**config.mk**
```make
export PLATFORM = sky130hd
export DESIGN_NAME = one_wire_bus_master
export DESIGN_NICKNAME = d
export VERILOG_FILES = /design/src/rtl/owbm_pkg.sv /design/src/rtl/one_wire_bus_master.sv /design/src/rtl/owbm_regs.sv /design/src/rtl/owbm_front.sv /design/src/rtl/owbm_queue.sv /design/src/rtl/owbm_engine.sv
export SDC_FILE = /design/constraint.sdc
export NUM_CORES = 1
export LEC_CHECK = 0
export CAP_MARGIN = 20
export CORE_UTILIZATION = 42
export CTS_CLUSTER_SIZE = 8
export DETAILED_ROUTE_END_ITERATION = 10
export DONT_BUFFER_PORTS = 1
export MAX_ROUTING_LAYER = met4
export PLACE_DENSITY = 0.53
export SLEW_MARGIN = 40
export SYNTH_ARGS = -nofsm -noshare
export SYNTH_HDL_FRONTEND = slang
export SYNTH_SLANG_ARGS = --single-unit
```
**constraint.sdc**
```tcl
create_clock -name aclk -period 15.05 [get_ports aclk]
set_clock_uncertainty 0.2 [all_clocks]
set_input_delay 0.7525 -clock aclk [delete_from_list [all_inputs] [get_ports aclk]]
set_output_delay 0.7525 -clock aclk [all_outputs]
set_load 0.02 [all_outputs]
```
**src/rtl/owbm_pkg.sv**
```systemverilog
// owbm_pkg: shared types and constants of the 1-wire bus master.
// Used by every module under rtl; depends on nothing.
`default_nettype none

package owbm_pkg;

    localparam int BITS_PER_BYTE = 8;
    localparam int COUNT_WIDTH   = 12;
    localparam int BIT_IDX_W     = 4;

    // command queue between front and back
    localparam int QUEUE_DEPTH = 2;
    localparam int QPTR_W      = $clog2(QUEUE_DEPTH);

    // configuration port
    localparam int ADDR_W    = 5;
    localparam int CFG_IDX_W = 3;
    localparam int DATA_W    = 32;

    localparam logic [CFG_IDX_W-1:0] REG_RESET_LOW     = 3'd0;
    localparam logic [CFG_IDX_W-1:0] REG_RESET_RELEASE = 3'd1;
    localparam logic [CFG_IDX_W-1:0] REG_SHORT_LOW     = 3'd2;
    localparam logic [CFG_IDX_W-1:0] REG_SLOT          = 3'd3;
    localparam logic [CFG_IDX_W-1:0] REG_SAMPLE_WAIT   = 3'd4;
    localparam logic [CFG_IDX_W-1:0] REG_READ_RECOVERY = 3'd5;

    localparam logic [COUNT_WIDTH-1:0] RESET_LOW_DEFAULT     = 12'd500;
    localparam logic [COUNT_WIDTH-1:0] RESET_RELEASE_DEFAULT = 12'd500;
    localparam logic [COUNT_WIDTH-1:0] SHORT_LOW_DEFAULT     = 12'd2;
    localparam logic [COUNT_WIDTH-1:0] SLOT_DEFAULT          = 12'd60;
    localparam logic [COUNT_WIDTH-1:0] SAMPLE_WAIT_DEFAULT   = 12'd2;
    localparam logic [COUNT_WIDTH-1:0] READ_RECOVERY_DEFAULT = 12'd50;

    localparam logic [1:0] MODE_NONE  = 2'd0;
    localparam logic [1:0] MODE_RESET = 2'd1;
    localparam logic [1:0] MODE_WRITE = 2'd2;
    localparam logic [1:0] MODE_READ  = 2'd3;

    typedef struct packed {
        logic [1:0] mode;
        logic [7:0] write_byte;
        logic       line_level;
    } in_item_t;

    typedef struct packed {
        logic       drive_low;
        logic       busy_res;
        logic       done_res;
        logic [7:0] read_byte;
    } out_item_t;

    // decoded tick as it sits in the queue
    typedef struct packed {
        logic       is_rst;
        logic       is_wr;
        logic       is_rd;
        logic [7:0] wbyte;
        logic       line;
    } cmd_t;

    typedef struct packed {
        logic [COUNT_WIDTH-1:0] reset_low_len;
        logic [COUNT_WIDTH-1:0] reset_release_len;
        logic [COUNT_WIDTH-1:0] short_low_len;
        logic [COUNT_WIDTH-1:0] slot_len;
        logic [COUNT_WIDTH-1:0] sample_wait_len;
        logic [COUNT_WIDTH-1:0] read_recovery_len;
    } cfg_t;

endpackage

`default_nettype wire

```
**src/rtl/one_wire_bus_master.sv**
```systemverilog
// one_wire_bus_master: top level of the 1-wire bus master timing engine.
// Instantiates owbm_regs, owbm_front, owbm_queue and owbm_engine; uses owbm_pkg.
//
// Usage: each transfer on the s_ channel is one time tick carrying a command
// mode (none, reset, write byte, read byte), the byte to write and the sampled
// line level. Every tick returns exactly one result on the m_ channel: bus drive,
// busy, a one-tick done flag and the last byte read. Mode is honored only on a
// tick where no command is running.
// Path: a transfer is written into the command queue, then popped by the engine,
// whose output register holds the result that becomes valid. Throughput: one tick
// per clock while m_ready is high, set by the phase/counter update in the engine.
// Stalls: when m_ready is low the result holds in the output register and the
// two-entry command queue absorbs further ticks; s_ready drops once it is full.
// Reset (aresetn low, synchronous): queue and output emptied, engine idle, read
// byte cleared, timing registers back to defaults (500, 500, 2, 60, 2, 50).
// Timing registers sit on the APB port at byte addresses 4*i; pready is always
// high and they should be written only while the bus is idle.
`default_nettype none

module one_wire_bus_master (
    input  wire logic                         aclk,
    input  wire logic                         aresetn,
    input  wire logic                         s_valid,
    output logic                              s_ready,
    input  wire owbm_pkg::in_item_t           s_data,
    output logic                              m_valid,
    input  wire logic                         m_ready,
    output owbm_pkg::out_item_t               m_data,
    input  wire logic                         psel,
    input  wire logic                         penable,
    input  wire logic                         pwrite,
    input  wire logic [owbm_pkg::ADDR_W-1:0]  paddr,
    input  wire logic [owbm_pkg::DATA_W-1:0]  pwdata,
    output logic      [owbm_pkg::DATA_W-1:0]  prdata,
    output logic                              pready
);

    owbm_pkg::cfg_t cfg;
    owbm_pkg::cmd_t push_cmd;
    owbm_pkg::cmd_t head_cmd;
    logic           push;
    logic           pop;
    logic           q_full;
    logic           q_not_empty;

    owbm_regs u_regs (
        .aclk    (aclk),
        .aresetn (aresetn),
        .psel    (psel),
        .penable (penable),
        .pwrite  (pwrite),
        .paddr   (paddr),
        .pwdata  (pwdata),
        .prdata  (prdata),
        .pready  (pready),
        .cfg     (cfg)
    );

    owbm_front u_front (
        .s_valid (s_valid),
        .s_ready (s_ready),
        .s_data  (s_data),
        .q_full  (q_full),
        .q_push  (push),
        .q_cmd   (push_cmd)
    );

    owbm_queue u_queue (
        .aclk      (aclk),
        .aresetn   (aresetn),
        .push      (push),
        .push_cmd  (push_cmd),
        .pop       (pop),
        .head_cmd  (head_cmd),
        .full      (q_full),
        .not_empty (q_not_empty)
    );

    owbm_engine u_engine (
        .aclk        (aclk),
        .aresetn     (aresetn),
        .cfg         (cfg),
        .q_not_empty (q_not_empty),
        .q_head      (head_cmd),
        .q_pop       (pop),
        .m_valid     (m_valid),
        .m_ready     (m_ready),
        .m_data      (m_data)
    );

endmodule

`default_nettype wire

```
**src/rtl/owbm_regs.sv**
```systemverilog
// owbm_regs: APB-style configuration registers holding the slot timing lengths.
// Depends on owbm_pkg.
`default_nettype none

module owbm_regs (
    input  wire logic                          aclk,
    input  wire logic                          aresetn,
    input  wire logic                          psel,
    input  wire logic                          penable,
    input  wire logic                          pwrite,
    input  wire logic [owbm_pkg::ADDR_W-1:0]   paddr,
    input  wire logic [owbm_pkg::DATA_W-1:0]   pwdata,
    output logic      [owbm_pkg::DATA_W-1:0]   prdata,
    output logic                               pready,
    output owbm_pkg::cfg_t                     cfg
);

    owbm_pkg::cfg_t                   cfg_reg;
    logic [owbm_pkg::CFG_IDX_W-1:0]   idx;
    logic [owbm_pkg::COUNT_WIDTH-1:0] wval;
    logic [owbm_pkg::COUNT_WIDTH-1:0] rval;
    logic                             wr_en;

    assign idx    = paddr[owbm_pkg::ADDR_W-1:2];
    assign wval   = pwdata[owbm_pkg::COUNT_WIDTH-1:0];
    assign pready = 1'b1;
    assign wr_en  = psel && penable && pwrite;

    always_ff @(posedge aclk) begin
        if (!aresetn) begin
            cfg_reg.reset_low_len     <= owbm_pkg::RESET_LOW_DEFAULT;
            cfg_reg.reset_release_len <= owbm_pkg::RESET_RELEASE_DEFAULT;
            cfg_reg.short_low_len     <= owbm_pkg::SHORT_LOW_DEFAULT;
            cfg_reg.slot_len          <= owbm_pkg::SLOT_DEFAULT;
            cfg_reg.sample_wait_len   <= owbm_pkg::SAMPLE_WAIT_DEFAULT;
            cfg_reg.read_recovery_len <= owbm_pkg::READ_RECOVERY_DEFAULT;
        end else if (wr_en) begin
            case (idx)
                owbm_pkg::REG_RESET_LOW:     cfg_reg.reset_low_len     <= wval;
                owbm_pkg::REG_RESET_RELEASE: cfg_reg.reset_release_len <= wval;
                owbm_pkg::REG_SHORT_LOW:     cfg_reg.short_low_len     <= wval;
                owbm_pkg::REG_SLOT:          cfg_reg.slot_len          <= wval;
                owbm_pkg::REG_SAMPLE_WAIT:   cfg_reg.sample_wait_len   <= wval;
                owbm_pkg::REG_READ_RECOVERY: cfg_reg.read_recovery_len <= wval;
                default: ;
            endcase
        end
    end

    always_comb begin
        case (idx)
            owbm_pkg::REG_RESET_LOW:     rval = cfg_reg.reset_low_len;
            owbm_pkg::REG_RESET_RELEASE: rval = cfg_reg.reset_release_len;
            owbm_pkg::REG_SHORT_LOW:     rval = cfg_reg.short_low_len;
            owbm_pkg::REG_SLOT:          rval = cfg_reg.slot_len;
            owbm_pkg::REG_SAMPLE_WAIT:   rval = cfg_reg.sample_wait_len;
            owbm_pkg::REG_READ_RECOVERY: rval = cfg_reg.read_recovery_len;
            default:                     rval = '0;
        endcase
    end

    assign prdata = {{(owbm_pkg::DATA_W-owbm_pkg::COUNT_WIDTH){1'b0}}, rval};
    assign cfg    = cfg_reg;

endmodule

`default_nettype wire

```
**src/rtl/owbm_front.sv**
```systemverilog
// owbm_front: input side; takes tick transfers and decodes the command mode.
// Depends on owbm_pkg.
`default_nettype none

module owbm_front (
    input  wire logic               s_valid,
    output logic                    s_ready,
    input  wire owbm_pkg::in_item_t s_data,
    input  wire logic               q_full,
    output logic                    q_push,
    output owbm_pkg::cmd_t          q_cmd
);

    assign s_ready = !q_full;
    assign q_push  = s_valid && !q_full;

    always_comb begin
        q_cmd.is_rst = 1'b0;
        q_cmd.is_wr  = 1'b0;
        q_cmd.is_rd  = 1'b0;
        q_cmd.wbyte  = s_data.write_byte;
        q_cmd.line   = s_data.line_level;
        case (s_data.mode)
            owbm_pkg::MODE_RESET: q_cmd.is_rst = 1'b1;
            owbm_pkg::MODE_WRITE: q_cmd.is_wr  = 1'b1;
            owbm_pkg::MODE_READ:  q_cmd.is_rd  = 1'b1;
            default: ;
        endcase
    end

endmodule

`default_nettype wire

```
**src/rtl/owbm_queue.sv**
```systemverilog
// owbm_queue: short command queue between the front and the timing engine.
// Depends on owbm_pkg.
`default_nettype none

module owbm_queue (
    input  wire logic           aclk,
    input  wire logic           aresetn,
    input  wire logic           push,
    input  wire owbm_pkg::cmd_t push_cmd,
    input  wire logic           pop,
    output owbm_pkg::cmd_t      head_cmd,
    output logic                full,
    output logic                not_empty
);

    owbm_pkg::cmd_t                mem_reg [owbm_pkg::QUEUE_DEPTH];
    logic [owbm_pkg::QPTR_W-1:0]   wr_ptr_reg;
    logic [owbm_pkg::QPTR_W-1:0]   rd_ptr_reg;
    logic [owbm_pkg::QPTR_W:0]     count_reg;
    logic [owbm_pkg::QPTR_W:0]     count_next;

    assign full      = (count_reg == (owbm_pkg::QPTR_W+1)'(owbm_pkg::QUEUE_DEPTH));
    assign not_empty = (count_reg != '0);
    assign head_cmd  = mem_reg[rd_ptr_reg];

    always_comb begin
        count_next = count_reg;
        if (push && !pop) begin
            count_next = count_reg + 1'b1;
        end else if (pop && !push) begin
            count_next = count_reg - 1'b1;
        end
    end

    always_ff @(posedge aclk) begin
        if (push) begin
            mem_reg[wr_ptr_reg] <= push_cmd;
        end
    end

    always_ff @(posedge aclk) begin
        if (!aresetn) begin
            wr_ptr_reg <= '0;
            rd_ptr_reg <= '0;
            count_reg  <= '0;
        end else begin
            if (push) begin
                wr_ptr_reg <= wr_ptr_reg + 1'b1;
            end
            if (pop) begin
                rd_ptr_reg <= rd_ptr_reg + 1'b1;
            end
            count_reg <= count_next;
        end
    end

`ifndef SYNTHESIS
    a_no_overflow: assert property (@(posedge aclk) disable iff (!aresetn)
        full |-> !push) else $error("queue push while full");
    a_no_underflow: assert property (@(posedge aclk) disable iff (!aresetn)
        pop |-> not_empty) else $error("queue pop while empty");
    a_count_range: assert property (@(posedge aclk) disable iff (!aresetn)
        count_reg <= (owbm_pkg::QPTR_W+1)'(owbm_pkg::QUEUE_DEPTH))
        else $error("queue count out of range");
`endif

endmodule

`default_nettype wire

```
**src/rtl/owbm_engine.sv**
```systemverilog
// owbm_engine: back end; slot timing state machine, one tick per queue entry,
// with an output register toward the result channel. Depends on owbm_pkg.
`default_nettype none

module owbm_engine (
    input  wire logic           aclk,
    input  wire logic           aresetn,
    input  wire owbm_pkg::cfg_t cfg,
    input  wire logic           q_not_empty,
    input  wire owbm_pkg::cmd_t q_head,
    output logic                q_pop,
    output logic                m_valid,
    input  wire logic           m_ready,
    output owbm_pkg::out_item_t m_data
);

    localparam logic [3:0] PH_IDLE    = 4'd0;
    localparam logic [3:0] PH_RST_LOW = 4'd1;
    localparam logic [3:0] PH_RST_REL = 4'd2;
    localparam logic [3:0] PH_W1_LOW  = 4'd3;
    localparam logic [3:0] PH_W1_REL  = 4'd4;
    localparam logic [3:0] PH_W0_LOW  = 4'd5;
    localparam logic [3:0] PH_R_LOW   = 4'd6;
    localparam logic [3:0] PH_R_WAIT  = 4'd7;
    localparam logic [3:0] PH_R_REC   = 4'd8;

    localparam int CW = owbm_pkg::COUNT_WIDTH;
    localparam int BW = owbm_pkg::BIT_IDX_W;
    localparam logic [BW-1:0] LAST_BIT = BW'(owbm_pkg::BITS_PER_BYTE);

    logic [3:0]    phase_reg, phase_next, phase_cur;
    logic [CW-1:0] tick_reg, tick_next, tick_cur;
    logic [BW-1:0] bit_reg, bit_next, bit_cur, bit_inc;
    logic [7:0]    shift_reg, shift_next, shift_cur;
    logic [7:0]    last_reg, last_next;
    logic [CW-1:0] len;
    logic [CW:0]   n;
    logic          drive, busy, done;

    logic                 out_valid_reg;
    owbm_pkg::out_item_t  out_reg;

    assign q_pop   = q_not_empty && (!out_valid_reg || m_ready);
    assign m_valid = out_valid_reg;
    assign m_data  = out_reg;

    always_comb begin
        phase_cur = phase_reg;
        tick_cur  = tick_reg;
        bit_cur   = bit_reg;
        shift_cur = shift_reg;
        // commands start only from idle; that tick is the first of the new phase
        if (phase_reg == PH_IDLE && (q_head.is_rst || q_head.is_wr || q_head.is_rd)) begin
            tick_cur = '0;
            bit_cur  = '0;
            if (q_head.is_rst) begin
                phase_cur = PH_RST_LOW;
            end else if (q_head.is_wr) begin
                shift_cur = q_head.wbyte;
                phase_cur = q_head.wbyte[0] ? PH_W1_LOW : PH_W0_LOW;
            end else begin
                shift_cur = '0;
                phase_cur = PH_R_LOW;
            end
        end

        phase_next = phase_cur;
        tick_next  = tick_cur;
        bit_next   = bit_cur;
        shift_next = shift_cur;
        last_next  = last_reg;
        drive      = 1'b0;
        busy       = 1'b0;
        done       = 1'b0;
        len        = CW'(1);
        bit_inc    = bit_cur + 1'b1;
        n          = {1'b0, tick_cur} + 1'b1;

        if (phase_cur != PH_IDLE) begin
            busy = 1'b1;
            case (phase_cur)
                PH_RST_LOW: begin drive = 1'b1; len = cfg.reset_low_len; end
                PH_RST_REL: len = cfg.reset_release_len;
                PH_W1_LOW:  begin drive = 1'b1; len = cfg.short_low_len; end
                PH_W1_REL:  len = cfg.slot_len;
                PH_W0_LOW:  begin drive = 1'b1; len = cfg.slot_len; end
                PH_R_LOW:   begin drive = 1'b1; len = cfg.short_low_len; end
                PH_R_WAIT:  len = cfg.sample_wait_len;
                PH_R_REC:   len = cfg.read_recovery_len;
                default:    len = CW'(1);
            endcase

            if (n < {1'b0, len}) begin
                tick_next = n[CW-1:0];
            end else begin
                tick_next = '0;
                case (phase_cur)
                    PH_RST_LOW: phase_next = PH_RST_REL;
                    PH_W1_LOW:  phase_next = PH_W1_REL;
                    PH_W1_REL, PH_W0_LOW: begin
                        shift_next = {1'b0, shift_cur[7:1]};
                        bit_next   = bit_inc;
                        if (bit_inc >= LAST_BIT) begin
                            phase_next = PH_IDLE;
                            done       = 1'b1;
                        end else begin
                            phase_next = shift_cur[1] ? PH_W1_LOW : PH_W0_LOW;
                        end
                    end
                    PH_R_LOW:   phase_next = PH_R_WAIT;
                    PH_R_WAIT: begin
                        shift_next = {q_head.line, shift_cur[7:1]};
                        phase_next = PH_R_REC;
                    end
                    PH_R_REC: begin
                        bit_next = bit_inc;
                        if (bit_inc >= LAST_BIT) begin
                            last_next  = shift_cur;
                            phase_next = PH_IDLE;
                            done       = 1'b1;
                        end else begin
                            phase_next = PH_R_LOW;
                        end
                    end
                    // reset release end, and any stray code
                    default: begin
                        phase_next = PH_IDLE;
                        done       = 1'b1;
                    end
                endcase
            end
        end
    end

    always_ff @(posedge aclk) begin
        if (!aresetn) begin
            phase_reg     <= PH_IDLE;
            tick_reg      <= '0;
            bit_reg       <= '0;
            shift_reg     <= '0;
            last_reg      <= '0;
            out_valid_reg <= 1'b0;
        end else begin
            if (q_pop) begin
                phase_reg     <= phase_next;
                tick_reg      <= tick_next;
                bit_reg       <= bit_next;
                shift_reg     <= shift_next;
                last_reg      <= last_next;
                out_valid_reg <= 1'b1;
            end else if (m_ready) begin
                out_valid_reg <= 1'b0;
            end
        end
    end

    always_ff @(posedge aclk) begin
        if (q_pop) begin
            out_reg.drive_low <= drive;
            out_reg.busy_res  <= busy;
            out_reg.done_res  <= done;
            out_reg.read_byte <= last_next;
        end
    end

`ifndef SYNTHESIS
    a_done_busy: assert property (@(posedge aclk) disable iff (!aresetn)
        out_valid_reg && out_reg.done_res |-> out_reg.busy_res)
        else $error("done without busy");
    a_drive_busy: assert property (@(posedge aclk) disable iff (!aresetn)
        out_valid_reg && out_reg.drive_low |-> out_reg.busy_res)
        else $error("bus driven while idle");
    a_done_idle: assert property (@(posedge aclk) disable iff (!aresetn)
        q_pop && done |=> phase_reg == PH_IDLE)
        else $error("engine not idle after done");
    a_bit_range: assert property (@(posedge aclk) disable iff (!aresetn)
        bit_reg <= LAST_BIT) else $error("bit index out of range");
`endif

endmodule

`default_nettype wire
```
==> impl_results.md, run 1 <==
* Status: complete, but fails checks
* Violated checks: DRC
* Slowest CP cell: dfxtp_1
* Post-route cell area at 8560 um^2
* Clk sink count at 149
* Largest register FFs at 72
* Max-slew headroom at the worst pin at 0.471
* Final Cycle Share at 0.405
* Post-synthesis area per instance at 8.63 um^2
* CTS Hold Bufs at 0
* Switch Pwr at 628 uW
* H-tree levels at 4
* Synth Register Bits at 149
* Cell area after synthesis at 7860 um^2
* Buf+Inv Stages, Crit Path at 1
* Die W at 139 um
* Initial antenna violation count at 0
* Worst Hold Class: input pin to flip-flop
* Max Buffers Root-to-Sink at 2
* Global-route usage over all layers at 0.242
* Share of cells above drive strength 1 at 0.0774
* Number of synthesized flops with an enable pin at 35
* YS warnings at 0
* Hold_sp: s_data[1]
* Sequential element share of the synthesized area at 0.424
* Number of setup buffers added after CTS at 0
* CP required at 15.01 ns
* Measured slew at the worst slew-check pin at 0.793 ns
* Endpoints failing setup at 0
* I/O Buffers at 0
* DR pass1 iterations at 11
* Critical Path Fanout Max at 16
* Core area at 18100 um^2
* Clock power frac at 0.279
* Vias at 6738
* Critical Path, Cell by Cell: nor2b_1 -> a22o_1 -> a22oi_1 -> nor3b_2 -> buf_4 -> a222oi_1 -> and2_1 -> ha_1 -> a21oi_1 -> a21boi_0 -> o31ai_1 -> nand3_1 -> nor2_1 -> or3_1 -> mux2_1
* Rows at 49
* Remaining Overflow, GRT at 0
* Final min period at 6.09 ns
* Initial Utilization at 0.433
* Switch share at 0.413
* LEAKAGE at 0.00301 uW
* Num CTS Buffers at 17
* Synthesis-to-layout area growth at 8.91%
* Antenna cells at 0
* DRC at 8
* Vias in the first global route at 6431
* Setup crit end kind: flip-flop
* Power Density at 178 nW/um^2
* Vias/cell at 6.02
* Nets at 947
* Syn Inst Count at 911
* Sequential power share at 0.333
* Detailed-route wire length at 22400 um
* Fillers at 1695
* Final slew viol count at 0
* First-pass GRT wire length at 35100 um
* Detail Route Antenna Nets at 0
* Setup TNS at 0 ns
* CP delay by family, top: simple AND/OR/NAND/NOR gates
* Primary FF master, synth: dfxtp_1
* Fmax at 164 MHz
* Setup Crit Path Kind: flip-flop to flip-flop
* Power Internal at 895 uW
* Fraction of power consumed by combinational cells at 0.388
* Dpl hpwl at 14800 um
* Worst-case vdd ir drop at 0.0907 mV
* CTS tree: done
* Fin cells at 1120
* DP Area at 7980 um^2
* RSZ-0062 raised after global routing: no
* Ys async rst share at 0
* DR iter-0 viols at 750
* Largest stage delay, worst path at 0.78 ns
* Startpoint types: flip-flop
* Worst hold slack at 0.223 ns
* Root Buffer: clkbuf_16
* Total Power at 1520 uW
* Io pins at 101
* Max-cap viol count at 0
* Total die area at 19300 um^2
* Die height at 139 um
* CTS resizes at 0
* Gpl congestion at 0.910
* Placed Cells incl. Taps at 1088
* Post-synthesis cell type count at 65
* Clock slew at reported path FFs at 0.06 ns
* Final Hold Viols at 0
* Routed WL per cell at 20.0 um
* Worst endpoint data arrival time at 6.05 ns
* Largest net degree at the start of global routing at 71
* Clk_lat worst skew at 0.42 ns
final timing paths:
path / to / slack, ns / depth (start not counted)
min: u_queue.mem_reg[1][1]$_DFFE_PP_ / 0.22 / 0
min reg2reg: u_engine.last_reg[3]$_SDFFE_PN0P_ / 0.26 / 2
max: u_engine.m_data[0]$_DFFE_PP_ / 8.96 / 15
max reg2reg: u_engine.m_data[0]$_DFFE_PP_ / 8.96 / 15
worst register-to-register path, cell delays in order, from the launching register on:
cell	delay, ns
dfxtp_1	0.78
nor2b_1	0.51
a22o_1	0.33
a22oi_1	0.18
nor3b_2	0.69
buf_4	0.31
a222oi_1	0.11
and2_1	0.21
ha_1	0.31
a21oi_1	0.14
a21boi_0	0.09
o31ai_1	0.28
nand3_1	0.21
nor2_1	0.63
or3_1	0.46
mux2_1	0.39
cells in the final DEF, fill, tap and decap left out, drive strengths merged, types with 3 or more instances in the layout:
cell type	synthesis	final
nand2	155	155
dfxtp	114	114
nor2	90	90
a21oi	60	60
mux2i	59	59
nand3	45	45
edfxtp	35	35
and2	24	24
a222oi	22	22
inv	15	22
conb	2	21
nor3	19	19
clkbuf	49	18
o21ai	16	16
o31ai	15	15
ha	14	14
nor2b	11	11
buf	33	11
o311ai	11	11
a32oi	10	10
and3	10	10
a31oi	10	10
mux2	10	10
xnor2	8	8
or3	7	7
a22oi	7	7
xor2	7	7
nand4	6	6
o22ai	6	6
a211oi	5	5
o221ai	4	4
nor4	4	4
a221oi	4	4
nand2b	3	3
clkinv	0	3
kinds of logic after synthesis:
kind of cell / count (synthesis) / share of synthesized area
xor+xnor: 15 / 0.0167
other cells: 2 / 0.000955
simple gates: 381 / 0.220
buf+inv: 97 / 0.0581
fa+ha+maj: 14 / 0.0223
mux: 69 / 0.0894
flops: 149 / 0.424
compound gates: 184 / 0.169
through the flow:
| step | worst slack [ns] | util |
|---|---|---|
| 4_1_cts | 8.92 | 0.472 |
| 6_report | 8.96 | 0.472 |
| 2_1_floorplan | 10.26 | - |
| 3_5_place_dp | 8.95 | 0.440 |
| 5_1_grt | 8.57 | 0.472 |
| 3_3_place_gp | 8.46 | 0.436 |
per-layer routing:
layer	GRT usage	wire length [um]	vias up
li1	-	-	3182
met1	0.293	9440	3231
met2	0.394	10800	286
met3	0.0584	1710	39
met4	0.0807	452	0
met5	-	0	-
synthesized netlist by cell type, drive strengths merged (10+ instances only):
cell,count,area share
nand2,155,0.074
dfxtp,114,0.29
nor2,90,0.043
a21oi,60,0.038
mux2i,59,0.075
clkbuf,49,0.023
nand3,45,0.029
edfxtp,35,0.13
buf,33,0.028
and2,24,0.019
a222oi,22,0.028
nor3,19,0.012
o21ai,16,0.011
inv,15,0.0072
o31ai,15,0.014
ha,14,0.022
nor2b,11,0.0088
o311ai,11,0.012
a31oi,10,0.0088
a32oi,10,0.011
and3,10,0.0080
mux2,10,0.014
power groups by stage:
stage	Combinational, uW	Clock [uW]	Sequential [uW]
global placement	561	0	514
CTS	591	430	508
detailed placement	588	0	516
global route	642	448	513
floorplan	418	0	501
finish	591	424	508
area by class of cell:
class	instances	area, um^2	area share
repair buffers	11	93.8	0.0110
flip-flops and latches	149	3330	0.389
inverters	15	56.3	0.00658
clock inverters	14	146	0.0171
well taps	229	287	0.0335
multi-input cells	684	4220	0.492
clock buffers	18	429	0.0501
Power figures use the tool's default switching activity.
==> run 2: changes to the inputs <==
--- a/config.mk
+++ b/config.mk
@@ -5,6 +5,7 @@
 export SDC_FILE = /design/constraint.sdc
 export NUM_CORES = 1
 export LEC_CHECK = 0
+export ABC_AREA = 1
 export CAP_MARGIN = 20
 export CORE_UTILIZATION = 42
 export CTS_CLUSTER_SIZE = 8
==> constraint.sdc (replaced) <==
create_clock -name aclk -period 6.16 [get_ports aclk]
set_clock_uncertainty 0.2 [all_clocks]
set_input_delay 0.308 -clock aclk [delete_from_list [all_inputs] [get_ports aclk]]
set_output_delay 0.308 -clock aclk [all_outputs]
set_load 0.02 [all_outputs]
==> run 2 against run 1 <==
  * The run still ends with DRC left
  * Final cell count up 18%
  * Synthesized cell count increased by 17%
  * Wire length is 0.73% higher
  * Setup slack got worse by 8.1 ns
  * Sequential share of layout area shrank 1.5 points
  * Global-route usage up 0.63 points
  * Critical path depth is 9 higher
  * Synthesized area is 0.54% higher
  * Largest cell class unchanged
  * Core utilization rose by 1.7 points
  * Clock-buffer cell count fell by 1
  * Critical path type unchanged
  * Fmax up 16%
  * Via count increased by 4.4%
==> impl_results.md, run 2 <==
* Status: complete, but fails checks
* Violated checks: DRC
* DRC at 3
* Core area at 18200 um^2
* Share of cells above drive strength 1 at 0.0908
* Most instantiated cells after synthesis: nand2_1 (220), dfxtp_1 (114), inv_1 (106)
* Measured slew at the worst slew-check pin at 0.809 ns
* Max-slew headroom at the worst pin at 0.460
* Nets at 1146
* DR pass1 iterations at 8
* YS warnings at 0
* Worst Hold Class: input pin to flip-flop
* Post-synth top area share at 0.289
* Vias at 7034
* Num CTS Buffers at 17
* CTS Hold Bufs at 27
* Vias in the first global route at 6416
* Post-synthesis area per instance at 7.44 um^2
* Post-synthesis cell type count at 49
* Setup crit end kind: flip-flop
* Primary FF master, synth: dfxtp_1
* Final slew viol count at 0
* Setup Crit Path Kind: flip-flop to flip-flop
* Largest register FFs at 72
* H-tree levels at 4
* Area contributors post-synth: dfxtp_1 (29%), edfxtp_1 (13%), nand2_1 (10%)
* Setup TNS at 0 ns
* Worst reg2reg path depth at 24
* Final min period at 5.26 ns
* RR Endpoint: u_engine.tick_reg[6]$_SDFFE_PN0P_
* Ys async rst share at 0
* Fillers at 1838
* Startpoint types: flip-flop
* Detailed-route wire length at 22600 um
* Number of synthesized flops with an enable pin at 35
* Io pins at 101
* Most frequent cells in the layout: nand2_1 (220), dfxtp_1 (114), inv_1 (106)
* CP required at 6.32 ns
* Detail Route Antenna Nets at 0
* Synth Register Bits at 149
* Sequential element share of the synthesized area at 0.422
* Initial antenna violation count at 1
* Core Util, Final at 0.489
* Max Buffers Root-to-Sink at 2
* Max-cap viol count at 0
* Worst-case vdd ir drop at 0.391 mV
* Die height at 139 um
* Routed WL per cell at 17.1 um
* Critical Path Fanout Max at 27
* Most frequent cell after synthesis: nand2_1
* Global-route usage over all layers at 0.248
* LEAKAGE at 0.00373 uW
* Number of setup buffers added after CTS at 0
* R2r setup slk at 0.90 ns
* Die W at 139 um
* Dpl hpwl at 15000 um
* Hold_sp: aresetn
* CTS tree: done
* Clk_lat worst skew at 0.43 ns
* Endpoints failing setup at 0
* Vias/cell at 5.33
* Rows at 49
* Power Density at 553 nW/um^2
* Cell area after synthesis at 7900 um^2
* First-pass GRT wire length at 35900 um
* Post-synth top area cell: dfxtp_1
* DR iter-0 viols at 525
* Worst endpoint data arrival time at 5.42 ns
* Root Buffer: clkbuf_16
* RSZ-0062 raised after global routing: no
* Fmax at 190 MHz
* Hold Path Sink: u_regs.cfg[67]$_SDFFE_PN1P_
* Remaining Overflow, GRT at 0
* Syn Inst Count at 1062
* Final Cycle Share at 0.854
* Clk sink count at 149
* I/O Buffers at 0
* Hold path depth at 2
* Clock slew at reported path FFs at 0.06 ns
* Gpl congestion at 0.836
* Initial Utilization at 0.434
* Total die area at 19400 um^2
* Synthesis-to-layout area growth at 12.6%
* Final Hold Viols at 0
* Commonest non-fill, non-tap cell in the layout: nand2_1
* CTS resizes at 0
* Largest net degree at the start of global routing at 93
-- run 2: metrics by stage --
| stage | cells | setup slack (ns) | area [um^2] | hold slack (ns) | power [uW] |
|---|---|---|---|---|---|
| after global placement | 1260 | 0.908 | 8030 | 0.205 | 3880 |
| after detailed placement | 1260 | 0.863 | 8040 | 0.207 | 3880 |
| after global routing | 1320 | 0.289 | 8900 | 0.0617 | 5300 |
| final | 1320 | 0.900 | 8900 | 0.0494 | 4920 |
| after CTS | 1319 | 0.806 | 8890 | 0.0428 | 4940 |
| after floorplan | 1081 | 2.34 | 7980 | 0.207 | 3260 |
-- run 2: logic make-up after synthesis --
kind of cell	Yosys count	synth area share
multiplexers	1	0.00142
other	2	0.000950
flip-flops	149	0.422
adder cells (fa/ha/maj)	14	0.0222
buffers and inverters	183	0.101
AO/OA/AOI/OAI	296	0.220
AND/OR/NAND/NOR	407	0.221
XOR/XNOR	10	0.0111
-- run 2: cell type report --
type | count | area, um^2 | area share
well taps | 229 | 287 | 0.0322
flip-flops and latches | 149 | 3330 | 0.375
multi-input cells | 749 | 3860 | 0.434
diodes | 1 | 2.50 | 0.000281
inverters | 118 | 443 | 0.0498
repair buffers | 42 | 400 | 0.0450
clock inverters | 15 | 143 | 0.0160
clock buffers | 17 | 425 | 0.0478
-- run 2: routing by layer --
metal  routed length [um]  vias to the layer above  part of all wire  global-route usage
met5                    0                        -                 0                   -
met4                  274                        0             0.012              0.0708
met3                 1390                       23             0.062              0.0563
met2                 9780                      204              0.43               0.363
met1                11100                     3242              0.49               0.342
li1                     -                     3565                 -                   -
-- run 2: worst max-delay path by stage --
stage	startpoint	endpoint	slack, ns	depth (start not counted)
after floorplan	flip-flop	u_engine.last_reg[0]$_SDFFE_PN0P_	2.34	28
after global placement	flip-flop	u_engine.tick_reg[9]$_SDFFE_PN0P_	0.91	24
after detailed placement	flip-flop	u_engine.tick_reg[6]$_SDFFE_PN0P_	0.86	24
after CTS	flip-flop	u_engine.tick_reg[6]$_SDFFE_PN0P_	0.81	24
after global routing	flip-flop	u_engine.tick_reg[5]$_SDFFE_PN0P_	0.29	24
final	flip-flop	u_engine.tick_reg[6]$_SDFFE_PN0P_	0.90	24
-- run 2: critical path, cell delays in order (launching register included) --
cell	delay, ns
dfxtp_1	0.61
inv_2	0.22
nand2_1	0.11
nand2_1	0.09
nand2_1	0.11
nand2_1	0.11
nand2_4	0.21
nand2_2	0.13
nand2_1	0.10
nor2_1	0.06
nand2_1	0.37
o22ai_1	0.13
a2111oi_0	0.61
ha_1	0.38
a21oi_1	0.14
o21ai_0	0.10
a21oi_1	0.13
o21bai_1	0.07
a21oi_1	0.17
nand2_2	0.11
inv_2	0.13
nand2_8	0.15
nor2_2	0.44
nand2_1	0.13
a21oi_1	0.15
-- run 2: where the power goes --
group | internal, uW | total (uW) | switching, uW
Sequential | 1200 | 1340 | 138
Clock | 564 | 1020 | 459
Combinational | 758 | 2560 | 1800
Total | 2530 | 4920 | 2400
